`config.mk`:
```
export PLATFORM = sky130hd
export DESIGN_NAME = page_framebuffer_refresh
export DESIGN_NICKNAME = d
export VERILOG_FILES = /design/src/sv/pfr_pkg.sv /design/src/sv/pfr_ctrl.sv /design/src/sv/pfr_datapath.sv /design/src/sv/page_framebuffer_refresh.sv
export SDC_FILE = /design/constraint.sdc
export NUM_CORES = 2
export LEC_CHECK = 0
export ABC_AREA = 1
export BUFFER_PORTS_ARGS = -buffer_cell sky130_fd_sc_hd__buf_4
export CORE_ASPECT_RATIO = 0.8
export CORE_MARGIN = 2
export CORE_UTILIZATION = 40
export CTS_CLUSTER_SIZE = 28
export DETAILED_ROUTE_END_ITERATION = 10
export MAX_ROUTING_LAYER = met4
export PLACE_DENSITY_LB_ADDON = 0.2
export SLEW_MARGIN = 30
export SYNTH_ARGS = -nofsm -noshare
export SYNTH_HDL_FRONTEND = slang
export SYNTH_SLANG_ARGS = --single-unit
```
`constraint.sdc`:
```
create_clock -name clock -period 24.7 [get_ports clock]
set_input_delay 2.47 -clock clock [delete_from_list [all_inputs] [get_ports clock]]
set_output_delay 2.47 -clock clock [all_outputs]
set_load 0.01 [all_outputs]
```
`src/sv/pfr_pkg.sv`:
```
// shared definitions for the page frame buffer: request codes, panel command
// bytes, default geometry and the controller/datapath handshake structs
// no dependencies
`default_nettype none

package pfr_pkg;

   // request kinds carried in req_tuser
   localparam logic [1:0] REQ_SET_PIXEL = 2'd0;
   localparam logic [1:0] REQ_CLEAR     = 2'd1;
   localparam logic [1:0] REQ_REFRESH   = 2'd2;
   localparam logic [1:0] REQ_UNUSED    = 2'd3;

   // per-page command preamble on the refresh stream
   localparam logic [7:0] CMD_PAGE_ADDR = 8'h22;
   localparam logic [7:0] CMD_COL_LOW   = 8'h00;
   localparam logic [7:0] CMD_COL_HIGH  = 8'h10;
   localparam int         CMD_SLOTS     = 4;

   localparam int DEF_COLUMN_COUNT = 128;
   localparam int DEF_PAGE_COUNT   = 4;

   typedef struct packed {
      logic accept;   // latch the request and issue the store read
      logic sweep;    // write zero at the sweep address and step it
      logic commit;   // finish the request: write back, advance, load response
   } cmd_type;

   typedef struct packed {
      logic sweep_last;
   } status_type;

endpackage

`default_nettype wire

```
`src/sv/pfr_ctrl.sv`:
```
// controller for the page frame buffer: sequences reset sweep, clear sweep,
// request acceptance and response hand-off
// depends on pfr_pkg
`default_nettype none

module pfr_ctrl
   import pfr_pkg::*;
(
   input  wire logic       clock,
   input  wire logic       reset,
   input  wire logic       req_tvalid,
   output logic            req_tready,
   input  wire logic [1:0] req_type,
   output logic            rsp_tvalid,
   input  wire logic       rsp_tready,
   output cmd_type         cmd,
   input  wire status_type status
);

   localparam logic [1:0] ST_INIT   = 2'd0;
   localparam logic [1:0] ST_IDLE   = 2'd1;
   localparam logic [1:0] ST_CLEAR  = 2'd2;
   localparam logic [1:0] ST_FINISH = 2'd3;

   logic [1:0] state_ff, state_in;
   logic       rsp_valid_ff, rsp_valid_in;
   logic       out_free;

   assign out_free = !rsp_valid_ff || rsp_tready;

   always_comb begin
      state_in = state_ff;
      cmd      = '0;
      case (state_ff)
         ST_INIT: begin
            cmd.sweep = 1'b1;
            if (status.sweep_last) begin
               state_in = ST_IDLE;
            end
         end
         ST_IDLE: begin
            if (req_tvalid) begin
               cmd.accept = 1'b1;
               state_in   = (req_type == REQ_CLEAR) ? ST_CLEAR : ST_FINISH;
            end
         end
         ST_CLEAR: begin
            cmd.sweep = 1'b1;
            if (status.sweep_last) begin
               state_in = ST_FINISH;
            end
         end
         ST_FINISH: begin
            if (out_free) begin
               cmd.commit = 1'b1;
               state_in   = ST_IDLE;
            end
         end
         default: begin
            state_in = ST_INIT;
         end
      endcase
   end

   assign rsp_valid_in = cmd.commit || (rsp_valid_ff && !rsp_tready);

   always_ff @(posedge clock) begin
      if (reset) begin
         state_ff     <= ST_INIT;
         rsp_valid_ff <= 1'b0;
      end else begin
         state_ff     <= state_in;
         rsp_valid_ff <= rsp_valid_in;
      end
   end

   assign req_tready = (state_ff == ST_IDLE);
   assign rsp_tvalid = rsp_valid_ff;

   // a clear request always goes through the sweep
   a_clear_sweeps: assert property (@(posedge clock) disable iff (reset)
      (req_tvalid && req_tready && req_type == REQ_CLEAR) |=> state_ff == ST_CLEAR)
      else $error("clear request did not start the sweep");

   // a pending response is never overwritten
   a_no_overwrite: assert property (@(posedge clock) disable iff (reset)
      cmd.commit |-> (!rsp_valid_ff || rsp_tready))
      else $error("response overwritten before it was taken");

   // nothing leaves the block during the power-on sweep
   a_init_quiet: assert property (@(posedge clock) disable iff (reset)
      state_ff == ST_INIT |-> !rsp_valid_ff && !req_tready)
      else $error("traffic during the reset sweep");

endmodule

`default_nettype wire

```
`src/sv/pfr_datapath.sv`:
```
// datapath for the page frame buffer: frame store memory, sweep address,
// refresh position and the response registers
// depends on pfr_pkg
`default_nettype none

module pfr_datapath
   import pfr_pkg::*;
#(
   parameter int COLUMN_COUNT = DEF_COLUMN_COUNT,
   parameter int PAGE_COUNT   = DEF_PAGE_COUNT
) (
   input  wire logic       clock,
   input  wire logic       reset,
   input  wire cmd_type    cmd,
   output status_type      status,
   input  wire logic [1:0] req_type,
   input  wire logic [7:0] pixel_column,
   input  wire logic [5:0] pixel_row,
   input  wire logic       pixel_on,
   output logic [7:0]      stream_byte,
   output logic            is_data,
   output logic            frame_last,
   output logic            ignored
);

   localparam int DEPTH = COLUMN_COUNT * PAGE_COUNT;
   localparam int AW    = $clog2(DEPTH);
   localparam int SLOTS = CMD_SLOTS + COLUMN_COUNT;
   localparam int SW    = $clog2(SLOTS);
   localparam int PW    = (PAGE_COUNT > 1) ? $clog2(PAGE_COUNT) : 1;

   logic [7:0]    frame_store_ff [DEPTH];
   logic [7:0]    rd_data_ff;
   logic [AW-1:0] clr_addr_ff;

   logic [1:0]    type_ff;
   logic [2:0]    bit_ff;
   logic          on_ff;
   logic          in_range_ff;
   logic [AW-1:0] wr_addr_ff;

   logic [PW-1:0] page_ff, page_in;
   logic [SW-1:0] slot_ff, slot_in;

   logic [7:0]    stream_ff, stream_in;
   logic          is_data_ff, is_data_in;
   logic          last_ff, last_in;
   logic          ign_ff, ign_in;

   logic          in_range;
   logic [AW-1:0] pix_addr, ref_addr, rd_addr;
   logic          ref_is_data;
   logic [7:0]    ref_byte, bit_mask, merged;
   logic          mem_we;
   logic [AW-1:0] mem_waddr;
   logic [7:0]    mem_wdata;

   // bounds and store address of the incoming pixel
   assign in_range = ({1'b0, pixel_column} < 9'(COLUMN_COUNT))
                  && ({1'b0, pixel_row} < 7'(8 * PAGE_COUNT));
   assign pix_addr = in_range
      ? AW'(int'(pixel_row[5:3]) * COLUMN_COUNT + int'(pixel_column)) : '0;

   // data slots start after the command preamble
   assign ref_is_data = (slot_ff >= SW'(CMD_SLOTS));
   assign ref_addr    = ref_is_data
      ? AW'(int'(page_ff) * COLUMN_COUNT + int'(slot_ff) - CMD_SLOTS) : '0;

   assign rd_addr = (req_type == REQ_SET_PIXEL) ? pix_addr : ref_addr;

   always_comb begin
      if (slot_ff == SW'(0)) begin
         ref_byte = CMD_PAGE_ADDR;
      end else if (slot_ff == SW'(1)) begin
         ref_byte = 8'(page_ff);
      end else if (slot_ff == SW'(2)) begin
         ref_byte = CMD_COL_LOW;
      end else if (slot_ff == SW'(3)) begin
         ref_byte = CMD_COL_HIGH;
      end else begin
         ref_byte = rd_data_ff;
      end
   end

   // next refresh position, wrapping at the end of page and frame
   always_comb begin
      page_in = page_ff;
      slot_in = slot_ff;
      if (cmd.commit && type_ff == REQ_REFRESH) begin
         if (slot_ff == SW'(SLOTS - 1)) begin
            slot_in = '0;
            page_in = (page_ff == PW'(PAGE_COUNT - 1)) ? '0 : page_ff + PW'(1);
         end else begin
            slot_in = slot_ff + SW'(1);
         end
      end
   end

   assign bit_mask = 8'd1 << bit_ff;
   assign merged   = (rd_data_ff & ~bit_mask) | (on_ff ? bit_mask : 8'd0);

   assign mem_we    = cmd.sweep
                   || (cmd.commit && type_ff == REQ_SET_PIXEL && in_range_ff);
   assign mem_waddr = cmd.sweep ? clr_addr_ff : wr_addr_ff;
   assign mem_wdata = cmd.sweep ? 8'd0 : merged;

   always_ff @(posedge clock) begin
      if (mem_we) begin
         frame_store_ff[mem_waddr] <= mem_wdata;
      end
      if (cmd.accept) begin
         rd_data_ff <= frame_store_ff[rd_addr];
      end
   end

   assign status.sweep_last = (clr_addr_ff == AW'(DEPTH - 1));

   always_comb begin
      stream_in  = 8'd0;
      is_data_in = 1'b0;
      last_in    = 1'b0;
      ign_in     = 1'b0;
      case (type_ff)
         REQ_SET_PIXEL: begin
            ign_in = !in_range_ff;
         end
         REQ_REFRESH: begin
            stream_in  = ref_byte;
            is_data_in = ref_is_data;
            last_in    = ref_is_data && (page_ff == PW'(PAGE_COUNT - 1))
                      && (slot_ff == SW'(SLOTS - 1));
         end
         default: begin
            ign_in = 1'b0;
         end
      endcase
   end

   always_ff @(posedge clock) begin
      if (reset) begin
         clr_addr_ff <= '0;
         page_ff     <= '0;
         slot_ff     <= '0;
      end else begin
         if (cmd.sweep) begin
            clr_addr_ff <= status.sweep_last ? '0 : clr_addr_ff + AW'(1);
         end
         page_ff <= page_in;
         slot_ff <= slot_in;
      end
   end

   always_ff @(posedge clock) begin
      if (cmd.accept) begin
         type_ff     <= req_type;
         bit_ff      <= pixel_row[2:0];
         on_ff       <= pixel_on;
         in_range_ff <= in_range;
         wr_addr_ff  <= pix_addr;
      end
      if (cmd.commit) begin
         stream_ff  <= stream_in;
         is_data_ff <= is_data_in;
         last_ff    <= last_in;
         ign_ff     <= ign_in;
      end
   end

   assign stream_byte = stream_ff;
   assign is_data     = is_data_ff;
   assign frame_last  = last_ff;
   assign ignored     = ign_ff;

endmodule

`default_nettype wire

```
`src/sv/page_framebuffer_refresh.sv`:
```
// Page-organised monochrome frame store with a byte-per-request refresh
// stream. After reset the store is zeroed by a sweep over all COLUMN_COUNT *
// PAGE_COUNT bytes (512 at the defaults) during which no request is taken.
// A set-pixel, refresh-step or unused request has an accept step, which issues
// the registered read of the single-port store, and a finish step, taken once
// the output register is free, that writes the modified byte back for a
// set-pixel and loads the response register. A clear request sweeps zeros
// over the store one byte per cycle before its finish step. A new request is
// accepted while the previous response still waits in the output register.
// top level; depends on pfr_pkg, pfr_ctrl and pfr_datapath
`default_nettype none

module page_framebuffer_refresh
   import pfr_pkg::*;
#(
   parameter int COLUMN_COUNT = DEF_COLUMN_COUNT,
   parameter int PAGE_COUNT   = DEF_PAGE_COUNT
) (
   input  wire logic        clock,
   input  wire logic        reset,
   input  wire logic        req_tvalid,
   output logic             req_tready,
   input  wire logic [15:0] req_tdata,   // pixel_column[7:0], pixel_row[13:8], pixel_on[14]
   input  wire logic [1:0]  req_tuser,   // req_type[1:0]
   output logic             rsp_tvalid,
   input  wire logic        rsp_tready,
   output logic [15:0]      rsp_tdata,   // stream_byte[7:0], ignored[8]
   output logic [0:0]       rsp_tuser,   // is_data[0]
   output logic             rsp_tlast    // frame_last
);

   cmd_type    cmd;
   status_type status;
   logic [7:0] stream_byte;
   logic       is_data;
   logic       ignored;

   pfr_ctrl u_ctrl (
      .clock      (clock),
      .reset      (reset),
      .req_tvalid (req_tvalid),
      .req_tready (req_tready),
      .req_type   (req_tuser),
      .rsp_tvalid (rsp_tvalid),
      .rsp_tready (rsp_tready),
      .cmd        (cmd),
      .status     (status)
   );

   pfr_datapath #(
      .COLUMN_COUNT (COLUMN_COUNT),
      .PAGE_COUNT   (PAGE_COUNT)
   ) u_datapath (
      .clock        (clock),
      .reset        (reset),
      .cmd          (cmd),
      .status       (status),
      .req_type     (req_tuser),
      .pixel_column (req_tdata[7:0]),
      .pixel_row    (req_tdata[13:8]),
      .pixel_on     (req_tdata[14]),
      .stream_byte  (stream_byte),
      .is_data      (is_data),
      .frame_last   (rsp_tlast),
      .ignored      (ignored)
   );

   assign rsp_tdata = {7'd0, ignored, stream_byte};
   assign rsp_tuser = is_data;

endmodule

`default_nettype wire
```
== Word-level counts from Yosys, hierarchy flattened ==
Memories as Yosys holds them, arrays and structs flattened. A register that Yosys moved wholly into a read port is not among the register bits.
Index checks and enable logic that the tools add are counted.

* Register bits: 49
* Latch bits: 0
* RAM bits: 4096
* ROM bits: 0
* Input port bits: 22
* Output and inout bits: 20
* Logic and storage cells: 96
* Memories kept: 1

{| class="wikitable"
|+ Memory list
! memory !! words !! bits a word !! read ports !! clocked after memory_dff !! write ports !! RTL line !! RTL
|-
| u_datapath.frame_store_ff || 512 || 8 || 1 || 1 || 1 || pfr_datapath.sv:32 || <nowiki>logic [7:0] frame_store_ff [DEPTH];</nowiki>
|}

* Add/subtract/negate cells: 6
* Multiply operators: 0
* Div/mod/pow operators: 0
* $lt $le $gt $ge: 3
* Equal/unequal tests: 15
* Shift operators: 1
* Mux-type cells: 26
* Bitwise operators: 4
* Reduce and logical (&&, ||, !) cells: 23

{| class="wikitable"
|+ Operators by type and width
! operator !! number
|-
| $mux W9 || 5
|-
| $mux W6 || 4
|-
| $mux W8 || 3
|-
| $add A9 B8 Y9 || 2
|-
| $eq A8 B2 Y1 const B || 2
|-
| $mux W2 || 5
|-
| $add A9 B1 Y9 const B || 1
|-
| $eq A9 B9 Y1 const B || 1
|-
| $sub A9 B4 Y9 const B || 1
|-
| $add A8 B1 Y8 const B || 1
|-
| $and A8 B8 Y8 || 1
|-
| $eq A2 B2 Y1 const B || 4
|-
| $eq A8 B1 Y1 const B || 1
|-
| $eq A8 B8 Y1 const B || 1
|-
| $ge A8 B3 Y1 const B || 1
|-
| $logic_not A8 Y1 || 1
|-
| $lt A8 B8 Y1 const B || 1
|-
| $mux W1 || 8
|-
| $not A8 Y8 || 1
|-
| $or A8 B8 Y8 || 1
|-
| $pmux W2 S4 || 1
|-
| $shl A1 B3 Y8 const A || 1
|-
| $logic_and A1 B1 Y1 || 7
|-
| $logic_not A2 Y1 || 3
|-
| other kinds (13) || 21
|}

== Logic depth before layout (Yosys ltp) ==
* Word-level depth: 9
* Mapped depth: 22
* Depth with buffers taken out: 19

== By module ==
Synthesis repeated with hierarchy kept, for this count alone.

* Cell total of the unflattened synthesis: 14345
* Area, all modules: 170536.1 µm²

{| class="wikitable"
|+ Modules (own cells, without submodules)
! module !! instances !! cells each !! area each (µm²) !! seq. area each (µm²)
|-
| pfr_datapath || 1 || 14300 || 170237.0 || 124429.3
|-
| pfr_ctrl || 1 || 36 || 235.2 || 60.1
|-
| page_framebuffer_refresh || 1 || 9 || 63.8 || 0.0
|}

== Least setup slack after synthesis ==
Ideal clock, no wire load.

* Path kind: register -> register
* From: reg u_ctrl.state_ff[0]
* To: mem u_datapath.frame_store_ff[0][0] (data pin)
* Library setup time: 3.994 ns
* Arrival time: 20.238 ns
* Required time: 20.706 ns
* Setup slack: 0.467 ns
* Cell stages (with the launch flop): 7
* Path buffers: 1
* Period minus slack after synthesis: 24.233 ns
* Path through: dfxtp_1 -> inv_1 -> ha_1 -> nor2_1 -> inv_1 -> clkbuf_1 -> nor3_1

* Longest elaborated chain between the ends: 4
* Elaborated cells between the ends (all ways): 5
* Classes of those cells: 1 x eq/ne; 2 x mux; 2 x reduce/logical

{| class="wikitable"
|+ Ends and longest elaborated chain
! element !! RTL line !! RTL
|-
| start, declared || pfr_ctrl.sv:25 || <nowiki>logic [1:0] state_ff, state_in;</nowiki>
|-
| start signal, assigned || pfr_ctrl.sv:72 || <nowiki>state_ff <= state_in;</nowiki>
|-
| $eq A2 B2 Y1 or $logic_not A2 Y1 (tied branches) || pfr_ctrl.sv:34 || <nowiki>case (state_ff)</nowiki>
|-
| $reduce_or A2 Y1 (no line) (*) || -- ||
|-
| $mux W1 (*) || pfr_ctrl.sv:34 ||
|-
| $mux W8 (*) || pfr_datapath.sv:105 || <nowiki>assign mem_wdata = cmd.sweep ? 8'd0 : merged;</nowiki>
|-
| via u_datapath.mem_wdata[0] || pfr_datapath.sv:56 || <nowiki>logic [7:0] mem_wdata;</nowiki>
|-
| end, declared || pfr_datapath.sv:32 ||
|}

The timed path passes the listed nets; every way through them passes the cells marked *.

== Worst setup path in the final report ==
* From: in req_tdata[7]
* To: reg u_datapath.rd_data_ff[2] (read register of u_datapath.frame_store_ff) (data pin)

* Longest elaborated chain between the ends: 4
* Elaborated cells between the ends (all ways): 5
* Classes of those cells: 1 x add/sub; 1 x order compare; 2 x mux; 1 x reduce/logical

{| class="wikitable"
|+ Ends and longest elaborated chain
! element !! RTL line !! RTL
|-
| start, declared || page_framebuffer_refresh.sv:23 || <nowiki>input wire logic [15:0] req_tdata,</nowiki>
|-
| $lt A8 B8 Y1 || pfr_datapath.sv:59 || <nowiki>assign in_range = ({1'b0, pixel_column} < 9'(COLUMN_COUNT))</nowiki>
|-
| $logic_and A1 B1 Y1 || pfr_datapath.sv:60 || <nowiki>&& ({1'b0, pixel_row} < 7'(8 * PAGE_COUNT));</nowiki>
|-
| $mux W9 || pfr_datapath.sv:62 || <nowiki>? AW'(int'(pixel_row[5:3]) * COLUMN_COUNT + int'(pixel_column)) : '0;</nowiki>
|-
| via u_datapath.pix_addr[0] || pfr_datapath.sv:51 || <nowiki>logic [AW-1:0] pix_addr, ref_addr, rd_addr;</nowiki>
|-
| $mux W9 || pfr_datapath.sv:69 || <nowiki>assign rd_addr = (req_type == REQ_SET_PIXEL) ? pix_addr : ref_addr;</nowiki>
|-
| end, declared || pfr_datapath.sv:33 || <nowiki>logic [7:0] rd_data_ff;</nowiki>
|}

The timed path passes the listed nets, and every way through them passes these cells.
A chain may end at the register's enable or synchronous reset.

==> impl_metrics.py <==
metrics = {
    "routing": {
        "route.met3.wl_um": 40880,
        "viasPerCell": 5.628,
        "antenna_left": 0,
        "routed.top_layer": "met4",
        "remaining_drc_errors": 0,
        "first_pass_iters": 6,
        "wl_per_cell_um": 25.42,
        "drtIter0Drc": 13780,
        "wl_um": 504400,
        "met2_length_um": 221500,
        "met1_length_um": 225100,
        "num_vias": 111700,
    },
    "layout": {
        "fin_nets": 13940,
        "n_fill_cell": 38780,
        "regArea_um2": 124500,
        "syn2layout_area_growth_pct": 9.874,
        "layout.cells.non_filler": 19850,
        "multi_input_area_um2": 41050,
        "layout-drive-gt1-share": 0.05845,
    },
    "sta": {
        "fmax_mhz": 113.2,
        "finalClockSkew_ns": 0.04185,
        "fin_crit_ns": 8.835,
        "worst_pin_slew_ns": 1.114,
        "period_share": 0.3577,
        "fin_tns_setup_ns": 0,
        "hold_violations": 0,
        "drv_slew": 0,
        "slew_headroom": 0.2575,
        "setup_viol": 0,
        "rsz0062_at_grt": "false",
    },
    "cts": {
        "numCtsBuffers": 407,
        "clkTransAtPathRegs_ns": 0.06,
        "cts_buffer_depth": 4,
        "cts_tree": "built",
        "postCtsHoldBufs": 0,
        "worst_skew_pair.late_latency_ns": 0.94,
        "cts-root-buf": "clkbuf_16",
        "postCtsSetupRepairBufs": 0,
        "htreeDepth": 5,
        "cts_resized": 0,
        "cts.sinks": 4153,
    },
    "synth": {
        "synth_seq_area_share": 0.7293,
        "avgSynthCellArea_um2": 11.90,
        "synthFlopType": "edfxtp_1",
        "syn_area_um2": 170700,
        "synth.most_common_cell": "nand3_1",
        "ys_seq_elements": 4153,
        "synth_top_area_frac": 0.7267,
        "yosys_warnings": 0,
        "synth_edf_count": 4131,
        "yosys-top-cells-count": "5112 x nand3_1, 4131 x edfxtp_1, 3183 x nand2_1",
        "synth_top_area_cell": "edfxtp_1",
        "synth.distinct_cells": 39,
        "synth_area_leaders": "edfxtp_1 73%, nand3_1 15%, nand2_1 7.0%",
        "synthArstFlopShare": 0,
        "synthCells": 14340,
    },
    "setup_path": {
        "arrival_ns": 9.64,
        "crit_type": "in -> reg",
        "cp.required_ns": 25.50,
        "r2r_slack_ns": 17.60,
        "rr_worst_depth": 22,
        "path_max_fanout": 146,
        "crit_path_end_kind": "flop",
        "cp-start-kind": "primary input",
        "r2r-start": "u_datapath.slot_ff[3]$_SDFFE_PP0P_",
        "rr_endpoint": "u_datapath.rd_data_ff[2]$_DFFE_PP_",
    },
    "die": {
        "initial_core_util": 0.4017,
        "num_rows": 214,
        "coreArea_um2": 424900,
        "die_w_um": 734.4,
        "die_y_um": 588.3,
        "ioPinCount": 42,
        "dieArea_um2": 432000,
    },
    "power_and_ir_drop": {
        "power_per_cell_area_nw_per_um2": 84.82,
        "swShare": 0.2590,
        "ir_drop_uv": 98.40,
        "leakage_nw": 63.74,
        "p_seq_frac": 0.523,
        "p_switching_mw": 4.120,
        "pwr-share-clk": 0.376,
        "comb_power_share": 0.101,
        "internal-power_mw": 11.79,
    },
    "placement": {
        "gp_congestion": 0.8565,
        "dp.cells": 19100,
        "port_buffers": 33,
        "place_hpwl_um": 265300,
    },
    "hold_path": {
        "worstHoldStart": "u_datapath.slot_ff[7]$_SDFFE_PP0P_",
        "worstHoldPathType": "reg -> reg",
        "min_path_cells": 2,
        "min_to": "u_datapath.slot_ff[7]$_SDFFE_PP0P_",
    },
    "global_routing": {
        "grt_first_pass_wirelength_um": 730800,
        "grt_max_degree": 190,
        "overflow": 0,
        "grt_usage": 0.2330,
        "first_global_vias": 103600,
        "antenna_found_initial": 25,
    },
    "run_status": {
        "outcome": "finished, final reports clean",
    },
    "flow_run": {
        "timing.max_cap.violations": 0,
    },
}
-- registers in the layout (all words and copies together) (netlist names), 2 cells and up --
signal and flops:
u_datapath.frame_store_ff 4096, u_datapath.clr_addr_ff 9, u_datapath.wr_addr_ff 9, u_datapath.rd_data_ff 8, u_datapath.slot_ff 8, u_datapath.stream_byte 8, u_datapath.bit_ff 3, u_ctrl.state_ff 2
u_datapath.page_ff 2, u_datapath.type_ff 2
-- layout make-up --
| class | count | share of cell area |
|---|---|---|
| Antenna cell | 12 | 0.0001601 |
| Clock buffer | 503 | 0.05707 |
| Clock inverter | 232 | 0.008859 |
| Inverter | 84 | 0.001921 |
| Multi-Input combinational cell | 9010 | 0.2189 |
| Sequential cell | 4153 | 0.6637 |
| Tap cell | 5616 | 0.03746 |
| Timing Repair Buffer | 235 | 0.01191 |
-- cells in the final DEF (no fill, tap or decap), drive strengths merged, types with 2 or more instances in the layout --
cell type	netlist	routed
a21oi	26	26
nor2	571	571
conb	1	7
xnor2	4	4
edfxtp	4131	4131
a22oi	2	2
o21a	2	2
o21ai	23	23
buf	824	235
o22ai	5	5
clkinv	0	196
inv	84	93
xor2	2	2
or2	7	7
ha	25	25
dfxtp	22	22
nand2	3190	3190
a31oi	5	5
nor4	4	4
nor3	18	18
clkinvlp	0	6
nand3	5112	5112
a211oi	2	2
bufinv	0	21
clkbuf	277	503
diode	0	12
-- routing by layer --
metal,GRT usage,up-vias
met4,0.07058,0
met1,0.3423,55480
li1,-,51020
met5,-,-
met3,0.03621,768
met2,0.3339,4414
-- power by group through the flow --
stage               clock network, mW  logic [mW]  registers, mW
floorplan                           0       0.654           8.93
global placement                    0        1.56           8.47
detailed placement                  0        1.59           8.47
CTS                              6.04        1.59           8.32
global route                     6.30        1.68           8.32
finish                           5.98        1.61           8.32
-- cells by family (layout without fill, tap and decap cells) --
| group | count (synthesis) | after routing | synth area share |
|---|---|---|---|
| other cells | 1 | 19 | 0.00002197 |
| buf+inv | 1185 | 1054 | 0.03231 |
| simple gates | 8903 | 8903 | 0.2339 |
| xor+xnor | 6 | 6 | 0.0003078 |
| compound gates | 68 | 68 | 0.002221 |
| flops | 4153 | 4153 | 0.7293 |
| fa+ha+maj | 26 | 26 | 0.001950 |
-- worst max-delay path: stages --
cell and delay [ns]:
buf_4 0.12, inv_1 0.04, nand2_1 0.12, nor2_2 0.73
nand2_8 0.62, nand2_8 0.74, buf_12 0.51, buf_4 0.63
buf_4 0.77, buf_4 0.70, nand2_1 0.10, nand3_1 0.12
nand3_1 0.16, nand3_1 0.19, nand3_1 0.15, nand3_1 0.31
nand3_1 0.23, nand3_1 0.33, nand3_1 0.14, nand2_1 0.10
-- how the worst max path moves through the flow --
stage	from	to	depth (start not counted)
global placement	req_tdata[7]	u_datapath.rd_data_ff[2]$_DFFE_PP_	20
finish	req_tdata[7]	u_datapath.rd_data_ff[2]$_DFFE_PP_	20
global route	req_tdata[13]	u_datapath.rd_data_ff[2]$_DFFE_PP_	20
floorplan	u_ctrl.state_ff[0]$_SDFFE_PP0P_	u_datapath.frame_store_ff[0][0]$_DFFE_PP_	6
CTS	req_tdata[7]	u_datapath.rd_data_ff[2]$_DFFE_PP_	20
detailed placement	req_tdata[7]	u_datapath.rd_data_ff[2]$_DFFE_PP_	20
-- through the flow --
step                      total power [mW]  utilization  area [µm²]  hold WS [ns]  setup WS [ns]
after floorplan                      9.583            -      170700        0.4445         0.4672
after global placement               10.03       0.4117      175000        0.4621          15.06
after detailed placement             10.06       0.4120      175100        0.4600          15.05
after CTS                            15.95       0.4411      187400        0.4697          16.05
after global routing                 16.30       0.4414      187600        0.4997          15.74
final                                15.91       0.4414      187600        0.4713          15.86
Power figures use the tool's default switching activity.
